$ cat config.mk
export PLATFORM = sky130hd
export DESIGN_NAME = keyed_message_buffer_core
export DESIGN_NICKNAME = d
export VERILOG_FILES = /design/src/rtl/kmb_pkg.sv /design/src/rtl/keyed_message_buffer_core.sv /design/src/rtl/kmb_ram.sv
export SDC_FILE = /design/constraint.sdc
export NUM_CORES = 2
export LEC_CHECK = 0
export BUFFER_PORTS_ARGS = -buffer_cell sky130_fd_sc_hd__buf_2
export CAP_MARGIN = 40
export CORE_MARGIN = 1.5
export CORE_UTILIZATION = 50
export DETAILED_ROUTE_END_ITERATION = 10
export PLACE_DENSITY = 0.68
export SLEW_MARGIN = 20
export SYNTH_ARGS = -nofsm -noshare
export SYNTH_HDL_FRONTEND = slang
export SYNTH_HIERARCHICAL = 1
export SYNTH_SLANG_ARGS = --single-unit
export TNS_END_PERCENT = 5
$ cat constraint.sdc
create_clock -name clk_i -period 11.73 [get_ports clk_i]
set_input_delay 0 -clock clk_i [delete_from_list [all_inputs] [get_ports clk_i]]
set_output_delay 0 -clock clk_i [all_outputs]
set_load 0.01 [all_outputs]
$ cat src/rtl/kmb_pkg.sv
// Shared types and constants for the keyed message buffer.
// Holds the request/response payload structs, the operation codes and the entry layout.
// No dependencies.
package kmb_pkg;

  // Capacity used when the top level is not overridden
  localparam int unsigned DEFAULT_CAPACITY = 16;

  // Operation codes carried in the request
  typedef enum logic [1:0] {
    FUNC_INSERT = 2'd0,
    FUNC_PEEK   = 2'd1,
    FUNC_REMOVE = 2'd2,
    FUNC_CLEAR  = 2'd3
  } func_e;

  // One request transfer
  typedef struct packed {
    func_e       func;
    logic [31:0] seq_num;
    logic [31:0] peer_addr;
    logic [15:0] peer_port;
    logic [63:0] payload;
  } req_t;

  // One response transfer
  typedef struct packed {
    logic        found;
    logic [63:0] payload_out;
    logic        evicted;
    logic [4:0]  entry_count;
    logic        is_empty;
  } rsp_t;

  // One stored entry, as laid out in the entry memory
  typedef struct packed {
    logic [31:0] seq_num;
    logic [31:0] peer_addr;
    logic [15:0] peer_port;
    logic [63:0] payload;
  } entry_t;

  localparam int unsigned ENTRY_W = $bits(entry_t);

endpackage

$ cat src/rtl/keyed_message_buffer_core.sv
// Keyed message buffer: age-ordered ring of entries in one RAM plus the operation sequencer.
// Depends on kmb_pkg and kmb_ram.
//
// Entries sit in a ring in a single-port-read, single-port-write RAM; newest_q points at the
// newest entry and count_q holds the number of entries. A transfer is taken when start_i is
// high and busy_o is low; its result appears on rsp_o for exactly one cycle with done_o high
// and cannot be held off. Insert and clear, and peek or remove on an empty buffer, give their
// result in the cycle after the transfer and leave the block ready in that same cycle. Peek
// and remove scan the RAM from newest to oldest at one entry per cycle and stop at the first
// hit, or after the oldest entry on a miss. A remove that hits at age i > 0 (0 is newest)
// then closes the gap by moving the i newer entries down one slot, one RAM read and one
// write per cycle. busy_o is high for the whole scan and compaction.
module keyed_message_buffer_core #(
  parameter int unsigned CAPACITY = kmb_pkg::DEFAULT_CAPACITY
) (
  input  logic          clk_i,
  input  logic          rst_ni,
  input  logic          start_i,
  input  kmb_pkg::req_t req_i,
  output logic          busy_o,
  output logic          done_o,
  output kmb_pkg::rsp_t rsp_o
);

  import kmb_pkg::*;

  localparam int unsigned AW = (CAPACITY > 1) ? $clog2(CAPACITY) : 1;
  localparam int unsigned CW = $clog2(CAPACITY + 1);
  localparam logic [CW-1:0] CAP_C  = CW'(CAPACITY);
  localparam logic [AW-1:0] LAST_C = AW'(CAPACITY - 1);

  typedef enum logic [1:0] {
    ST_IDLE,
    ST_SCAN,
    ST_SHIFT
  } state_e;

  state_e        state_q, state_d;
  logic [AW-1:0] newest_q, newest_d;
  logic [CW-1:0] count_q, count_d;
  logic [AW-1:0] slot_q, slot_d;
  logic [CW-1:0] lidx_q, lidx_d;
  logic [CW-1:0] moves_q, moves_d;
  req_t          req_q, req_d;
  rsp_t          rsp_q, rsp_d;
  logic          done_q, done_d;

  logic               ram_we;
  logic [AW-1:0]      ram_waddr;
  logic [ENTRY_W-1:0] ram_wdata;
  logic [AW-1:0]      ram_raddr;
  logic [ENTRY_W-1:0] ram_rdata;
  entry_t             rd_ent;
  entry_t             new_ent;
  logic               key_hit;
  logic [CW+4:0]      count_ext;

  // Step one slot toward newer entries around the ring
  function automatic logic [AW-1:0] slot_next(input logic [AW-1:0] s);
    slot_next = (s == LAST_C) ? '0 : AW'(s + 1'b1);
  endfunction

  // Step one slot toward older entries around the ring
  function automatic logic [AW-1:0] slot_prev(input logic [AW-1:0] s);
    slot_prev = (s == '0) ? LAST_C : AW'(s - 1'b1);
  endfunction

  kmb_ram #(
    .WIDTH (ENTRY_W),
    .DEPTH (CAPACITY)
  ) u_ram (
    .clk_i   (clk_i),
    .we_i    (ram_we),
    .waddr_i (ram_waddr),
    .wdata_i (ram_wdata),
    .raddr_i (ram_raddr),
    .rdata_o (ram_rdata)
  );

  // Compare the entry read last cycle against the held key
  assign rd_ent  = entry_t'(ram_rdata);
  assign key_hit = (rd_ent.seq_num == req_q.seq_num) &&
                   (rd_ent.peer_addr == req_q.peer_addr) &&
                   (rd_ent.peer_port == req_q.peer_port);

  assign new_ent.seq_num   = req_i.seq_num;
  assign new_ent.peer_addr = req_i.peer_addr;
  assign new_ent.peer_port = req_i.peer_port;
  assign new_ent.payload   = req_i.payload;

  // Next-state and RAM control
  always_comb begin
    state_d   = state_q;
    newest_d  = newest_q;
    count_d   = count_q;
    slot_d    = slot_q;
    lidx_d    = lidx_q;
    moves_d   = moves_q;
    req_d     = req_q;
    rsp_d     = rsp_q;
    done_d    = 1'b0;
    ram_we    = 1'b0;
    ram_waddr = slot_q;
    ram_wdata = ram_rdata;
    ram_raddr = slot_q;
    count_ext = '0;

    case (state_q)
      ST_IDLE: begin
        if (start_i) begin
          req_d = req_i;
          rsp_d = '0;
          case (req_i.func)
            FUNC_INSERT: begin
              // Write the new entry one slot past the newest; overwrite the oldest when full
              ram_we    = 1'b1;
              ram_waddr = slot_next(newest_q);
              ram_wdata = new_ent;
              newest_d  = slot_next(newest_q);
              if (count_q == CAP_C) begin
                rsp_d.evicted = 1'b1;
              end else begin
                count_d = CW'(count_q + 1'b1);
              end
              done_d = 1'b1;
            end
            FUNC_PEEK, FUNC_REMOVE: begin
              if (count_q == '0) begin
                done_d = 1'b1;
              end else begin
                // Start the scan at the newest entry
                ram_raddr = newest_q;
                slot_d    = newest_q;
                lidx_d    = '0;
                state_d   = ST_SCAN;
              end
            end
            FUNC_CLEAR: begin
              count_d = '0;
              done_d  = 1'b1;
            end
            default: begin
              done_d = 1'b1;
            end
          endcase
        end
      end

      ST_SCAN: begin
        // Fetch the next older entry while checking this one
        ram_raddr = slot_prev(slot_q);
        slot_d    = slot_prev(slot_q);
        lidx_d    = CW'(lidx_q + 1'b1);
        if (key_hit) begin
          rsp_d.found       = 1'b1;
          rsp_d.payload_out = rd_ent.payload;
          if ((req_q.func == FUNC_REMOVE) && (lidx_q != '0)) begin
            // Move the newer entries down over the hit slot
            ram_raddr = slot_next(slot_q);
            slot_d    = slot_q;
            moves_d   = lidx_q;
            state_d   = ST_SHIFT;
          end else begin
            if (req_q.func == FUNC_REMOVE) begin
              newest_d = slot_prev(newest_q);
              count_d  = CW'(count_q - 1'b1);
            end
            done_d  = 1'b1;
            state_d = ST_IDLE;
          end
        end else if (lidx_q == CW'(count_q - 1'b1)) begin
          // Oldest entry checked without a match
          done_d  = 1'b1;
          state_d = ST_IDLE;
        end
      end

      ST_SHIFT: begin
        // Write the entry read from the next newer slot and fetch the one after it
        ram_we    = 1'b1;
        ram_waddr = slot_q;
        ram_wdata = ram_rdata;
        ram_raddr = slot_next(slot_next(slot_q));
        slot_d    = slot_next(slot_q);
        moves_d   = CW'(moves_q - 1'b1);
        if (moves_q == CW'(1)) begin
          newest_d = slot_prev(newest_q);
          count_d  = CW'(count_q - 1'b1);
          done_d   = 1'b1;
          state_d  = ST_IDLE;
        end
      end

      default: begin
        state_d = ST_IDLE;
      end
    endcase

    // Report the count left after the operation
    if (done_d) begin
      count_ext         = {5'b0, count_d};
      rsp_d.entry_count = count_ext[4:0];
      rsp_d.is_empty    = (count_d == '0);
    end
  end

  // State and registered outputs
  always_ff @(posedge clk_i or negedge rst_ni) begin
    if (!rst_ni) begin
      state_q  <= ST_IDLE;
      newest_q <= '0;
      count_q  <= '0;
      slot_q   <= '0;
      lidx_q   <= '0;
      moves_q  <= '0;
      req_q    <= '0;
      rsp_q    <= '0;
      done_q   <= 1'b0;
    end else begin
      state_q  <= state_d;
      newest_q <= newest_d;
      count_q  <= count_d;
      slot_q   <= slot_d;
      lidx_q   <= lidx_d;
      moves_q  <= moves_d;
      req_q    <= req_d;
      rsp_q    <= rsp_d;
      done_q   <= done_d;
    end
  end

  assign busy_o = (state_q != ST_IDLE);
  assign done_o = done_q;
  assign rsp_o  = rsp_q;

`ifndef SYNTHESIS
  // Occupancy never exceeds capacity
  a_count_bound: assert property (@(posedge clk_i) disable iff (!rst_ni)
    count_q <= CAP_C)
    else $error("entry count above capacity");

  // A result only follows a transfer or an operation in progress
  a_done_cause: assert property (@(posedge clk_i) disable iff (!rst_ni)
    done_o |-> $past(start_i || busy_o))
    else $error("result without an operation");

  // Reported emptiness matches the held count
  a_empty_match: assert property (@(posedge clk_i) disable iff (!rst_ni)
    done_o |-> (rsp_o.is_empty == (count_q == '0)))
    else $error("empty flag disagrees with count");

  // Compaction never reads the slot it writes while more moves remain
  a_shift_no_clash: assert property (@(posedge clk_i) disable iff (!rst_ni)
    (state_q == ST_SHIFT && moves_q > CW'(1)) |-> (ram_waddr != ram_raddr))
    else $error("compaction read and write collide");

  // A scan never runs past the oldest entry
  a_scan_bound: assert property (@(posedge clk_i) disable iff (!rst_ni)
    (state_q == ST_SCAN) |-> (lidx_q < count_q))
    else $error("scan beyond held entries");
`endif

endmodule

$ cat src/rtl/kmb_ram.sv
// Generic simple dual-port RAM: one write port, one read port, registered read data.
// A read of the address written in the same cycle returns the old contents.
// Defaults come from kmb_pkg.
module kmb_ram #(
  parameter int unsigned WIDTH = kmb_pkg::ENTRY_W,
  parameter int unsigned DEPTH = kmb_pkg::DEFAULT_CAPACITY,
  localparam int unsigned AW   = (DEPTH > 1) ? $clog2(DEPTH) : 1
) (
  input  logic             clk_i,
  input  logic             we_i,
  input  logic [AW-1:0]    waddr_i,
  input  logic [WIDTH-1:0] wdata_i,
  input  logic [AW-1:0]    raddr_i,
  output logic [WIDTH-1:0] rdata_o
);

  logic [WIDTH-1:0] mem_q [DEPTH];

  // Write and registered read
  always_ff @(posedge clk_i) begin
    if (we_i) begin
      mem_q[waddr_i] <= wdata_i;
    end
    rdata_o <= mem_q[raddr_i];
  end

endmodule

==> results by stage <==
Die:
- From bottom edge to top edge, the die measures 451 um.
- The boundary pin count is 223.
- The width of the die is 451 um.
- The die covers 203000 sq um.
- Once the floorplan was initialized, standard cells occupied 50.3% of the core.
- Row generation in the floorplan step produced 164 rows.
- The floorplan step defined a core boundary enclosing 199000 sq um.

GRT:
- The pin count of the biggest net entering global routing is 137.
- The first global-routing pass estimated 357000 um of wire.
- The number of antenna violations at the first check in global routing is 14.
- The via count of the first global-routing pass is ~50000.
- Summed over all layers, the global routing overflow is 0.
- In the global route stage, overall resource usage came out at 24.2%.

Power:
- The power density over cell area is 282 nW/um^2.
- Of the total power, combinational logic draws 36.5%.
- The maximum vdd drop is approximately 0.34 mV.
- The switching power share of the total is 32.3%.
- In this run the static leakage power is 38.8 nW.
- In this run the power spent charging and discharging nets is 0.0106 W.
- Of the total power, the clock network draws 25.5%.
- The cell-internal power is 0.0223 W.
- The sequential fraction of design power is 38.0%.

CTS:
- In this run, post-CTS repair resized a total of 0 instances.
- The clock tree from TritonCTS is yes.
- Clock tree synthesis found a total of 2628 sinks.
- The longest clock path from root to sink contains 4 buffers.
- In this run the clock root is driven by a clkbuf_16.
- The clock transition at the registers of the reported paths is about 60 ps.
- In this run the number of H-tree levels came out at 5.
- The clock latency on the worst-skew pair is 930 ps.
- The number of clock buffers added by TritonCTS is 276.

Timing:
- The worst hold slack after final layout is between 10 and 15 ps.
- The achievable frequency is 158 MHz.
- The clock period could shrink to ~6300 ps.
- Setup repair after global routing left no endpoint under its margin.
- On the final layout, the worst clock skew is 42.6 ps.
- The worst pin sits at a relative slew slack of 24.2%.
- The final count of pins violating max slew is 0.
- The total count of hold-check failures in the final report is 0.
- Once routing completed, OpenROAD measured the worst setup slack at 5390 ps.
- At the pin with the least slew margin, the transition time is 1140 ps.
- Setup violations remaining at the end of the flow were counted as 0.
- Dividing the final minimum period by the clock period gives 54.0%.

Detailed routing:
- The first detailed-routing pass took 6 iterations.
- Using the TritonRoute via totals, the vias-per-cell ratio works out to around 6.
- The total via count after detailed routing is about 51000.
- The total wire length is 246000 um.
- The remaining design rule violation count is 0.
- After the first detailed-routing iteration, the DRC count stood at 5798.
- The final antenna-violating net count is 0.
- The average routed wire per standard cell is 30.0 um.

Cells and area:
- The fraction of final layout cells sized beyond drive strength 1 is 29.1%.
- The commonest non-fill, non-tap cell in the layout is edfxtp_1.
- The final net count is 5524.
- With fillers left out, the area of the finished cells amounts to 117000 sq um.
- Leaving out fill and tap cells, the most frequent cells in the layout are 2304 x edfxtp_1, 536 x mux4_2, 304 x mux2_2.
- The area growth from synthesis to layout is 16.5%.
- The final standard cell count with taps included and fillers excluded is 8215.

Yosys:
- The post-synthesis async set-or-reset flop share is 6.85%.
- The total nets after synthesis is 4894.
- In this run, synthesis inferred 2304 flip-flops with an integrated enable.
- The count of distinct cell types in the synthesized netlist is 72.
- After technology mapping, the gate count stands at between 4000 and 5000.
- The most frequently used flop master after synthesis is edfxtp_1.
- The flip-flop and latch count after synthesis is 2628.
- Each instance of the synthesized netlist takes up on average 21.2 sq um.
- The count of yosys warnings during synthesis is 6.
- The post-synthesis sequential area ratio is 76.4%.
- The synthesized area is 100000 sq um.

Critical path:
- STA puts the critical path data required time at 12570 ps.
- The capturing element type of the critical path is a register.
- The setup check on the worst reg-to-reg path leaves a slack of 5390 ps.
- The kind of critical path is reg -> reg.
- The depth of the worst register-to-register path is 12.
- Data on the critical path arrives at its endpoint at 7180 ps.
- The startpoint kind of the worst setup timing path is a register.
- Along the worst path, the maximum fanout reaches 74.

Hold path:
- The type of the worst min-delay path is in -> reg.
- The worst hold path depth is 3.

Place:
- The worst slack at placement is 5550 ps.
- The count of buffers from port buffering is 222.
- The standard cell area after detailed placement is around 110000 sq um.
- Counting tap cells, the placed design contains a total of roughly 7500 instances.
- The total half-perimeter wirelength after legalization and detailed placement is around 130000 um.
- The final estimated routing congestion in global placement is around 0.8.

Flow run:
- Max-cap violations in this run came to 0.

Run status:
- The flow ran to the end, and the final reports show no timing, DRC or antenna violations.
## sequential cells by signal, indices dropped and copies added, names as in the netlist
name,count
rsp_o,72
u_ram/mem_q,2304
u_ram/rdata_o,144
count_q,5
moves_q,5
req_q,82
newest_q,4
state_q,2
lidx_q,5
slot_q,4
done_o,1
## power groups by stage
stage          combinational (W)  clock [W]  sequential (W)
2_1_floorplan            0.00853          0          0.0125
3_3_place_gp              0.0114          0          0.0127
3_5_place_dp              0.0118          0          0.0127
4_1_cts                   0.0120    0.00851          0.0125
5_1_grt                   0.0128    0.00887          0.0126
6_report                  0.0120    0.00839          0.0125
## cell usage after synthesis, drive strengths merged, types with 21 or more instances
| cell type | number | area [sq um] |
|---|---|---|
| nand2b | 21 | 131 |
| inv | 25 | 93.8 |
| o221ai | 28 | 251 |
| nor2 | 40 | 160 |
| mux2i | 36 | 360 |
| o21ai | 48 | 240 |
| mux2 | 304 | 3420 |
| dfrtp | 180 | 4500 |
| nand2 | 149 | 559 |
| buf | 128 | 807 |
| dfxtp | 144 | 2880 |
| a22oi | 244 | 1830 |
| mux4 | 536 | 12100 |
| a21oi | 22 | 110 |
| xor2 | 40 | 350 |
| xnor2 | 62 | 543 |
| edfxtp | 2304 | 69200 |
| a22o | 65 | 569 |
| clkbuf | 134 | 504 |
| nor2b | 31 | 194 |
## repair_timing
action	in CTS	in global routing
setup buffers	0	0
endpoints found under the hold margin	2554	0
hold buffers	266	0
## cell type report
type                            instances  area (sq um)
Timing Repair Buffer                  614          5640
Antenna cell                            4          10.0
Clock buffer                          387          7760
Clock inverter                         91           872
Tap cell                             2656          3320
Multi-Input combinational cell       1809         22500
Fill cell                           14200         82700
Inverter                               26          97.6
Sequential cell                      2628         76600
## critical path, stage by stage, from the launching register on
cell and delay (ps):
dfrtp_1 400, xnor2_1 560, nand4_1 320, nor4_1 380, nand3_1 520, nor3_4 490
and3_1 210, o41a_2 720, buf_4 690, nor2b_4 850, buf_12 420, a22oi_1 230
nand2_1 120
## kinds of logic (layout without fill, tap and decap cells)
family | after synthesis | in the layout | share of synthesized area, %
buffers and inverters | 288 | 1118 | 1.40
other | 0 | 4 | 0
adders and majority gates | 20 | 20 | 0.250
muxes | 876 | 876 | 15.8
xor gates and xnor gates | 102 | 102 | 0.891
AOI/OAI and AO/OA | 486 | 486 | 3.67
and+or+nand+nor | 325 | 325 | 1.61
DFF | 2628 | 2628 | 76.4
## per-stage QoR
stage / setup TNS (ps) / power [W] / utilization, %
after CTS: 0 / 0.0331 / 58.5
after floorplan: -421430 / 0.0211 / -
after global placement: 0 / 0.0241 / 52.4
after detailed placement: 0 / 0.0245 / 52.8
after global routing: 0 / 0.0343 / 58.6
final: 0 / 0.0329 / 58.6
## final timing paths
kind | from | endpoint
max reg2reg | req_q[139] | u_ram/rdata_o[114]
min | req_i[78] | req_q[78]
min reg2reg | u_ram/rdata_o[53] | rsp_o[60]
max | req_q[139] | u_ram/rdata_o[114]
min in group asynchronous | rst_ni | req_q[125]
max in group asynchronous | rst_ni | rsp_o[43]
## layer usage
layer | global-route usage [%] | wire, um | vias to the layer above | share of wire, %
met1 | 34.1 | 99100 | 27100 | 40
met4 | 7.09 | 6770 | 4 | 2.8
met3 | 4.11 | 19400 | 391 | 7.9
li1 | - | - | 20900 | -
met5 | 0 | 30 | - | 0.012
met2 | 39.2 | 121000 | 2252 | 49
(Power assumes the default switching activity.)
